`src/design/fepf_pkg.sv`:
```
package fepf_pkg;

    localparam int MAX_WIDTH_DEF  = 1024;
    localparam int MAX_HEIGHT_DEF = 1024;
    localparam int MIN_WIDTH      = 3;
    localparam int MIN_HEIGHT     = 2;
    localparam int CFG_DATA_W     = 11;

    typedef logic [15:0]           pixel_t;
    typedef logic [1:0]            jitter_t;
    typedef logic [4:0]            seed5_t;
    typedef logic [2:0]            seed3_t;
    typedef logic [CFG_DATA_W-1:0] cfg_data_t;

    typedef enum logic {
        CFG_FRAME_WIDTH  = 1'b0,
        CFG_FRAME_HEIGHT = 1'b1
    } cfg_index_t;

    localparam cfg_data_t FRAME_WIDTH_RST  = 11'd640;
    localparam cfg_data_t FRAME_HEIGHT_RST = 11'd480;

    localparam jitter_t JITTER_PLUS   = 2'd2;
    localparam seed5_t  SEED_MAX      = 5'd23;
    localparam seed5_t  RED_SEED_BASE = 5'd8;
    localparam seed5_t  RED_MAX       = 5'd31;

    typedef struct packed {
        logic row0;
        logic edge_col;
        logic done;
    } fepf_ctl_t;

endpackage

```
`src/design/fepf_fire_calc.sv`:
```
module fepf_fire_calc (
    input  fepf_pkg::pixel_t    pix,
    input  fepf_pkg::pixel_t    below_left,
    input  fepf_pkg::pixel_t    below_here,
    input  fepf_pkg::pixel_t    below_right,
    input  fepf_pkg::jitter_t   red_jitter,
    input  fepf_pkg::seed5_t    seed_red,
    input  fepf_pkg::seed5_t    seed_green,
    input  fepf_pkg::seed3_t    seed_blue,
    input  fepf_pkg::fepf_ctl_t ctl,
    output fepf_pkg::pixel_t    result
);
    import fepf_pkg::*;

    logic [6:0] rsum;
    logic [6:0] rsum_j;
    logic [7:0] gsum;
    logic [6:0] bsum;
    jitter_t    jit;
    logic [4:0] red_sh;
    logic [4:0] red;
    seed5_t     sr_sat;
    seed5_t     sg_sat;
    pixel_t     fire_pix;
    pixel_t     seed_pix;

    always_comb
    begin
        rsum = 7'(pix[15:11]) + 7'(below_left[15:11])
             + 7'(below_here[15:11]) + 7'(below_right[15:11]);
        gsum = 8'(pix[10:5]) + 8'(below_left[10:5])
             + 8'(below_here[10:5]) + 8'(below_right[10:5]);
        bsum = 7'(pix[4:0]) + 7'(below_left[4:0])
             + 7'(below_here[4:0]) + 7'(below_right[4:0]);

        // code three acts as plus one
        jit = (red_jitter > JITTER_PLUS) ? JITTER_PLUS : red_jitter;
        // rsum_j carries the jittered sum plus one, so zero means minus one
        rsum_j = rsum + 7'(jit);
        red_sh = 5'((rsum_j - 7'd1) >> 2);
        red    = (rsum_j == 7'd0 || red_sh == RED_MAX) ? 5'd0 : red_sh;

        fire_pix = {red, gsum[7:2], bsum[6:2]};

        sr_sat   = (seed_red > SEED_MAX) ? SEED_MAX : seed_red;
        sg_sat   = (seed_green > SEED_MAX) ? SEED_MAX : seed_green;
        seed_pix = {5'(sr_sat + RED_SEED_BASE), 1'b0, sg_sat, 2'b00, seed_blue};

        if (ctl.row0)
        begin
            result = seed_pix;
        end
        else if (ctl.edge_col)
        begin
            result = pix;
        end
        else
        begin
            result = fire_pix;
        end
    end

endmodule

```
`config.mk`:
```
export PLATFORM = sky130hd
export DESIGN_NAME = fepf_fire_calc
export DESIGN_NICKNAME = d
export VERILOG_FILES = /design/src/design/fepf_pkg.sv /design/src/design/fepf_fire_calc.sv
export SDC_FILE = /design/constraint.sdc
export NUM_CORES = 1
export LEC_CHECK = 0
export BUFFER_PORTS_ARGS = -buffer_cell sky130_fd_sc_hd__buf_4
export CAP_MARGIN = 20
export CORE_UTILIZATION = 35
export DETAILED_ROUTE_END_ITERATION = 7
export PLACE_DENSITY = 0.65
export SETUP_SLACK_MARGIN = 0.5
export SLEW_MARGIN = 10
export SYNTH_ARGS = -nofsm -noshare
export SYNTH_HDL_FRONTEND = slang
export SYNTH_SLANG_ARGS = --single-unit
```
`constraint.sdc`:
```
create_clock -name vclk -period 3.7
set_input_delay 0.185 -clock vclk [all_inputs]
set_output_delay 0.185 -clock vclk [all_outputs]
set_load 0.02 [all_outputs]
```
# --- After elaboration in Yosys (flattened, before gate mapping) ---
# Index checks and enable logic that the tools add are counted.
classes:
  n_addsub: 12
  mux: 6
  eq_ne: 1
  reduce_logical: 2
  order_cmp: 3
op_table:
  columns: ["cell", "count"]
  rows:
  - ["2-to-1 mux 16 bit", 2]
  - ["2-to-1 mux 5 bit", 3]
  - ["adder 6 x 5 -> 7 bit", 2]
  - ["adder 7 x 5 -> 7 bit", 2]
  - ["adder 5 x 5 -> 6 bit", 2]
  - ["> comparator 5 bit, second input constant", 2]
  - ["adder 7 x 6 -> 8 bit", 1]
  - ["adder 8 x 6 -> 8 bit", 1]
  - ["adder 6 x 6 -> 7 bit", 1]
  - ["adder 7 x 2 -> 7 bit", 1]
  - ["logical NOT 7 bit", 1]
  - ["subtractor 7 x 1 -> 7 bit, second input constant", 1]
  - ["adder 5 x 4 -> 5 bit, second input constant", 1]
  - ["== test 5 bit, second input constant", 1]
  - ["> comparator 2 bit, second input constant", 1]
  - ["2-to-1 mux 2 bit", 1]
  - ["logical OR 1 bit", 1]
totals:
  out_inout_bits: 16
  in_bits: 82
  reg_bits: 0
  wordCells: 24

# --- Logic depth before layout (Yosys ltp) ---
depth:
  ltp_word: 10
  ltp_mapped: 12
  depth_no_buf: 12

# --- Least setup slack after synthesis ---
# OpenSTA, ideal clock, no wires.
synth_path:
  path_type: "input to output"
  startpoint: "in pix[11]"
  endpoint: "out result[14]"
  stages: 11
  path_slack_ns: 0.179
  path_buffers: 0
  arrival_ns: 3.336
  path_cell_list: "fa_1 fa_1 a21oi_4 inv_2 fa_1 a21o_1 a21oi_1 xnor2_1 or4_4 a31oi_1 a21boi_2"
synth_via:
  elab_chain_cells: 10
  elab_cells_between_ends: 11
  classes_between: "add/sub: 5; eq/ne: 1; mux: 3; reduce/logical: 2"
synth_lines:
  columns: ["item", "line_no", "text"]
  rows:
  - ["start: declaration", "fepf_fire_calc.sv:2", "input fepf_pkg::pixel_t pix,"]
  - ["adder 5 x 5 -> 6 bit (*)", "fepf_fire_calc.sv:29", "rsum = 7'(pix[15:11]) + 7'(below_left[15:11])"]
  - ["adder 6 x 5 -> 7 bit (*)", "fepf_fire_calc.sv:30", "+ 7'(below_here[15:11]) + 7'(below_right[15:11]);"]
  - ["adder 7 x 5 -> 7 bit (*)", "fepf_fire_calc.sv:30", null]
  - ["adder 7 x 2 -> 7 bit (*)", "fepf_fire_calc.sv:39", "rsum_j = rsum + 7'(jit);"]
  - ["subtractor 7 x 1 -> 7 bit", "fepf_fire_calc.sv:40", "red_sh = 5'((rsum_j - 7'd1) >> 2);"]
  - ["== test 5 bit", "fepf_fire_calc.sv:41", "red = (rsum_j == 7'd0 || red_sh == RED_MAX) ? 5'd0 : red_sh;"]
  - ["logical OR 1 bit", "fepf_fire_calc.sv:41", null]
  - ["2-to-1 mux 5 bit (*)", "fepf_fire_calc.sv:41", null]
  - ["2-to-1 mux 16 bit (*)", "fepf_fire_calc.sv:53", "else if (ctl.edge_col)"]
  - ["2-to-1 mux 16 bit (*)", "fepf_fire_calc.sv:49", "if (ctl.row0)"]
  - ["end: declaration", "fepf_fire_calc.sv:11", "output fepf_pkg::pixel_t result"]
# Every way passes the cells marked *; elsewhere a longest branch is shown, timed or not.

# --- Final worst setup path ---
layout_path:
  startpoint: "in below_left[11]"
  endpoint: "out result[14]"
layout_via:
  elab_chain_cells: 10
  elab_cells_between_ends: 11
  classes_between: "add/sub: 5; eq/ne: 1; mux: 3; reduce/logical: 2"
layout_lines:
  columns: ["item", "line_no", "text"]
  rows:
  - ["start: declaration", "fepf_fire_calc.sv:3", "input fepf_pkg::pixel_t below_left,"]
  - ["adder 5 x 5 -> 6 bit (*)", "fepf_fire_calc.sv:29", null]
  - ["adder 6 x 5 -> 7 bit (*)", "fepf_fire_calc.sv:30", null]
  - ["adder 7 x 5 -> 7 bit (*)", "fepf_fire_calc.sv:30", null]
  - ["adder 7 x 2 -> 7 bit (*)", "fepf_fire_calc.sv:39", null]
  - ["subtractor 7 x 1 -> 7 bit", "fepf_fire_calc.sv:40", null]
  - ["== test 5 bit", "fepf_fire_calc.sv:41", null]
  - ["logical OR 1 bit", "fepf_fire_calc.sv:41", null]
  - ["2-to-1 mux 5 bit (*)", "fepf_fire_calc.sv:41", null]
  - ["2-to-1 mux 16 bit (*)", "fepf_fire_calc.sv:53", null]
  - ["2-to-1 mux 16 bit (*)", "fepf_fire_calc.sv:49", null]
# Marked as above.

==> metrics <==
I/O Pins=98; IO Port Bufs=97; RSZ-0062 raised after global routing=yes; Total Routed Length=a little under 5000 um; post-synthesis mux area share=3.51%; vias in the first global route=1901; final period utilization=98.7%; antenna cells=0; CP arrival=3470 ps; dpl cells=approximately 380; nets@finish=around 450; pwr dens=356 nW/um2; pin count of the biggest net entering global routing=28; CTS Hold Buffers Added=0; Die Wd=74.1 um; pin slew with the least headroom to its limit=519 ps; Post-Synth Adder-Cell Area=46.6%; Synth Cell Area=1820 um2; DRT iter0 DRCs=25; Fin. Hold Viols=0; DRT Pass-1 Iters=4; Final setup viols=0; Area Overhead vs Synth=54.1%; Post-DP HPWL=4100 um; status=finished, final reports clean; DRC viols=0; Post-Synthesis Cells=214; Die Y=74.1 um; Die ar.=~5500 um2; vias=1826; min cycle time layout=approximately 3700 ps; Initial Util=between 30% and 40%; utilization after layout=57.9%; max-cap violations=0; peak supply drop=0.155 mV; Max Fanout on Critical Path=4; Reg area=0 um2; type of the worst setup path=primary input to primary output; Yosys cell types=49; Setup crit end=result[14]; Core ar.=between 4000 and 5000 um2; Synth Area in XOR/XNOR=4.81%; initial antenna violation count=0; DR WL/cell=12.7 um; post-synthesis compound-gate area fraction=around 23%; Static Leak=1.40 nW; Synth Area in Simple Gates=a little under an eighth; Ys Warns=0; Synthesized Nets=344; clock buffers=0; first-pass GRT wire length=7740 um; final non-filler cell total=380; Min-Delay Path Class=primary input to primary output; Seq/Total Area, Yosys=0%; Vias/cell=4.81; combinational family with the most area after synthesis=adder cells; gr usage total=17.4%; FMAX=274 MHz; max_slew headroom=65.4%; post-route ant nets=0; Fin Hold WS=approximately 700 ps; Crit path required time=3510 ps; type of destination of the critical path=primary output; grt total ovfl=0; setup TNS=0 ps; row count=25; crit path from=below_left[11]; RD Place Congestion=around 0.79; share of layout cells above drive strength 1=42.5%; seq_cells=0; CP Launch Type=primary input; Syn Area/Cell=8.51 um2; Pins Over Slew Limit=0
-- area by class of cell --
class | instances | area (um2)
multi-input combinational | 164 | 1760
fill | 446 | 2040
inverter | 44 | 165
timing repair buffer | 105 | 796
tap | 67 | 83.8
-- cell usage in the layout, fill, tap and decap left out, types with 2 or more instances in the layout --
| master | netlist | layout |
|---|---|---|
| buf_4 | 0 | 103 |
| inv_1 | 43 | 43 |
| fa_1 | 33 | 30 |
| a21oi_1 | 18 | 16 |
| ha_1 | 15 | 14 |
| nor2_1 | 12 | 11 |
| nand2_1 | 10 | 10 |
| o21ai_0 | 9 | 9 |
| xor2_1 | 5 | 5 |
| xnor2_1 | 5 | 4 |
| a21o_1 | 3 | 3 |
| a211oi_1 | 4 | 3 |
| nor2b_1 | 4 | 3 |
| mux2i_1 | 3 | 3 |
| mux2_2 | 3 | 3 |
| fa_2 | 0 | 3 |
| nand3_1 | 2 | 2 |
| and2_1 | 2 | 2 |
| a21oi_2 | 0 | 2 |
| a21boi_2 | 1 | 2 |
| nor3_1 | 2 | 2 |
| o31ai_1 | 3 | 2 |
| buf_6 | 0 | 2 |
-- layer usage --
metal | track usage, % | wire length, um | up-vias
met1 | 22.6 | 2060 | 847
met4 | 0.641 | 0 | 0
li1 | - | - | 922
met2 | 32.1 | 2460 | 57
met5 | 0 | 0 | -
met3 | 2.17 | 306 | 0
-- worst max-delay path, cell delays in order --
cell and delay, ps:
buf_6 90, fa_2 580, fa_1 450, a21oi_4 150, inv_2 50, fa_2 350
a21o_1 200, a21oi_2 170, xnor2_2 130, or4_4 570, a31oi_4 190, a21boi_4 200
buf_6 130
-- worst min path at each step --
stage,startpoint,end,depth (start not counted)
6_report,seed_blue[0],result[0],3
2_1_floorplan,seed_green[4],result[8],1
3_3_place_gp,seed_green[4],result[8],3
5_1_grt,seed_blue[1],result[1],3
4_1_cts,seed_green[4],result[8],3
3_5_place_dp,seed_blue[0],result[0],3
-- report_power, final --
part           internal (mW)  switching [mW]
combinational          0.488           0.510
sequential                 0               0
clock                      0               0
total                  0.488           0.510
-- timing repair --
action	CTS	global route
setup endpoints to repair	5	6
gates resized for setup	9	8
pin swaps	11	6
setup buffers	4	1
-- metrics by stage --
step | total power, mW | worst slack, ps | instance area (um2)
after floorplan | 0.616 | 307 | 1870
after global placement | 0.872 | 31.2 | 2670
after detailed placement | 0.886 | 32.0 | 2670
after CTS | 0.944 | 81.3 | 2750
after global routing | 1.11 | -58.3 | 2810
final | 0.998 | 48.8 | 2810
-- cell families (layout without fill, tap and decap cells) --
group | after synthesis | count (layout)
fa+ha+maj | 48 | 48
mux | 6 | 6
xor+xnor | 10 | 10
simple gates | 41 | 41
compound gates | 59 | 59
buf+inv | 50 | 149
-- cells in the mapped netlist, types with 3 or more instances --
cell      instances  area, um2
a211oi_1          4       30.0
a21o_1            3       22.5
a21oi_1          18       90.1
a221oi_1          3       26.3
clkbuf_1          4       15.0
fa_1             33        661
ha_1             15        188
inv_1            43        161
mux2_2            3       33.8
mux2i_1           3       30.0
nand2_1          10       37.5
nor2_1           12       45.0
nor2b_1           4       25.0
o21ai_0           9       45.0
o31ai_1           3       22.5
xnor2_1           5       43.8
xor2_1            5       43.8
Note: power is estimated with default switching activity, not from simulation.
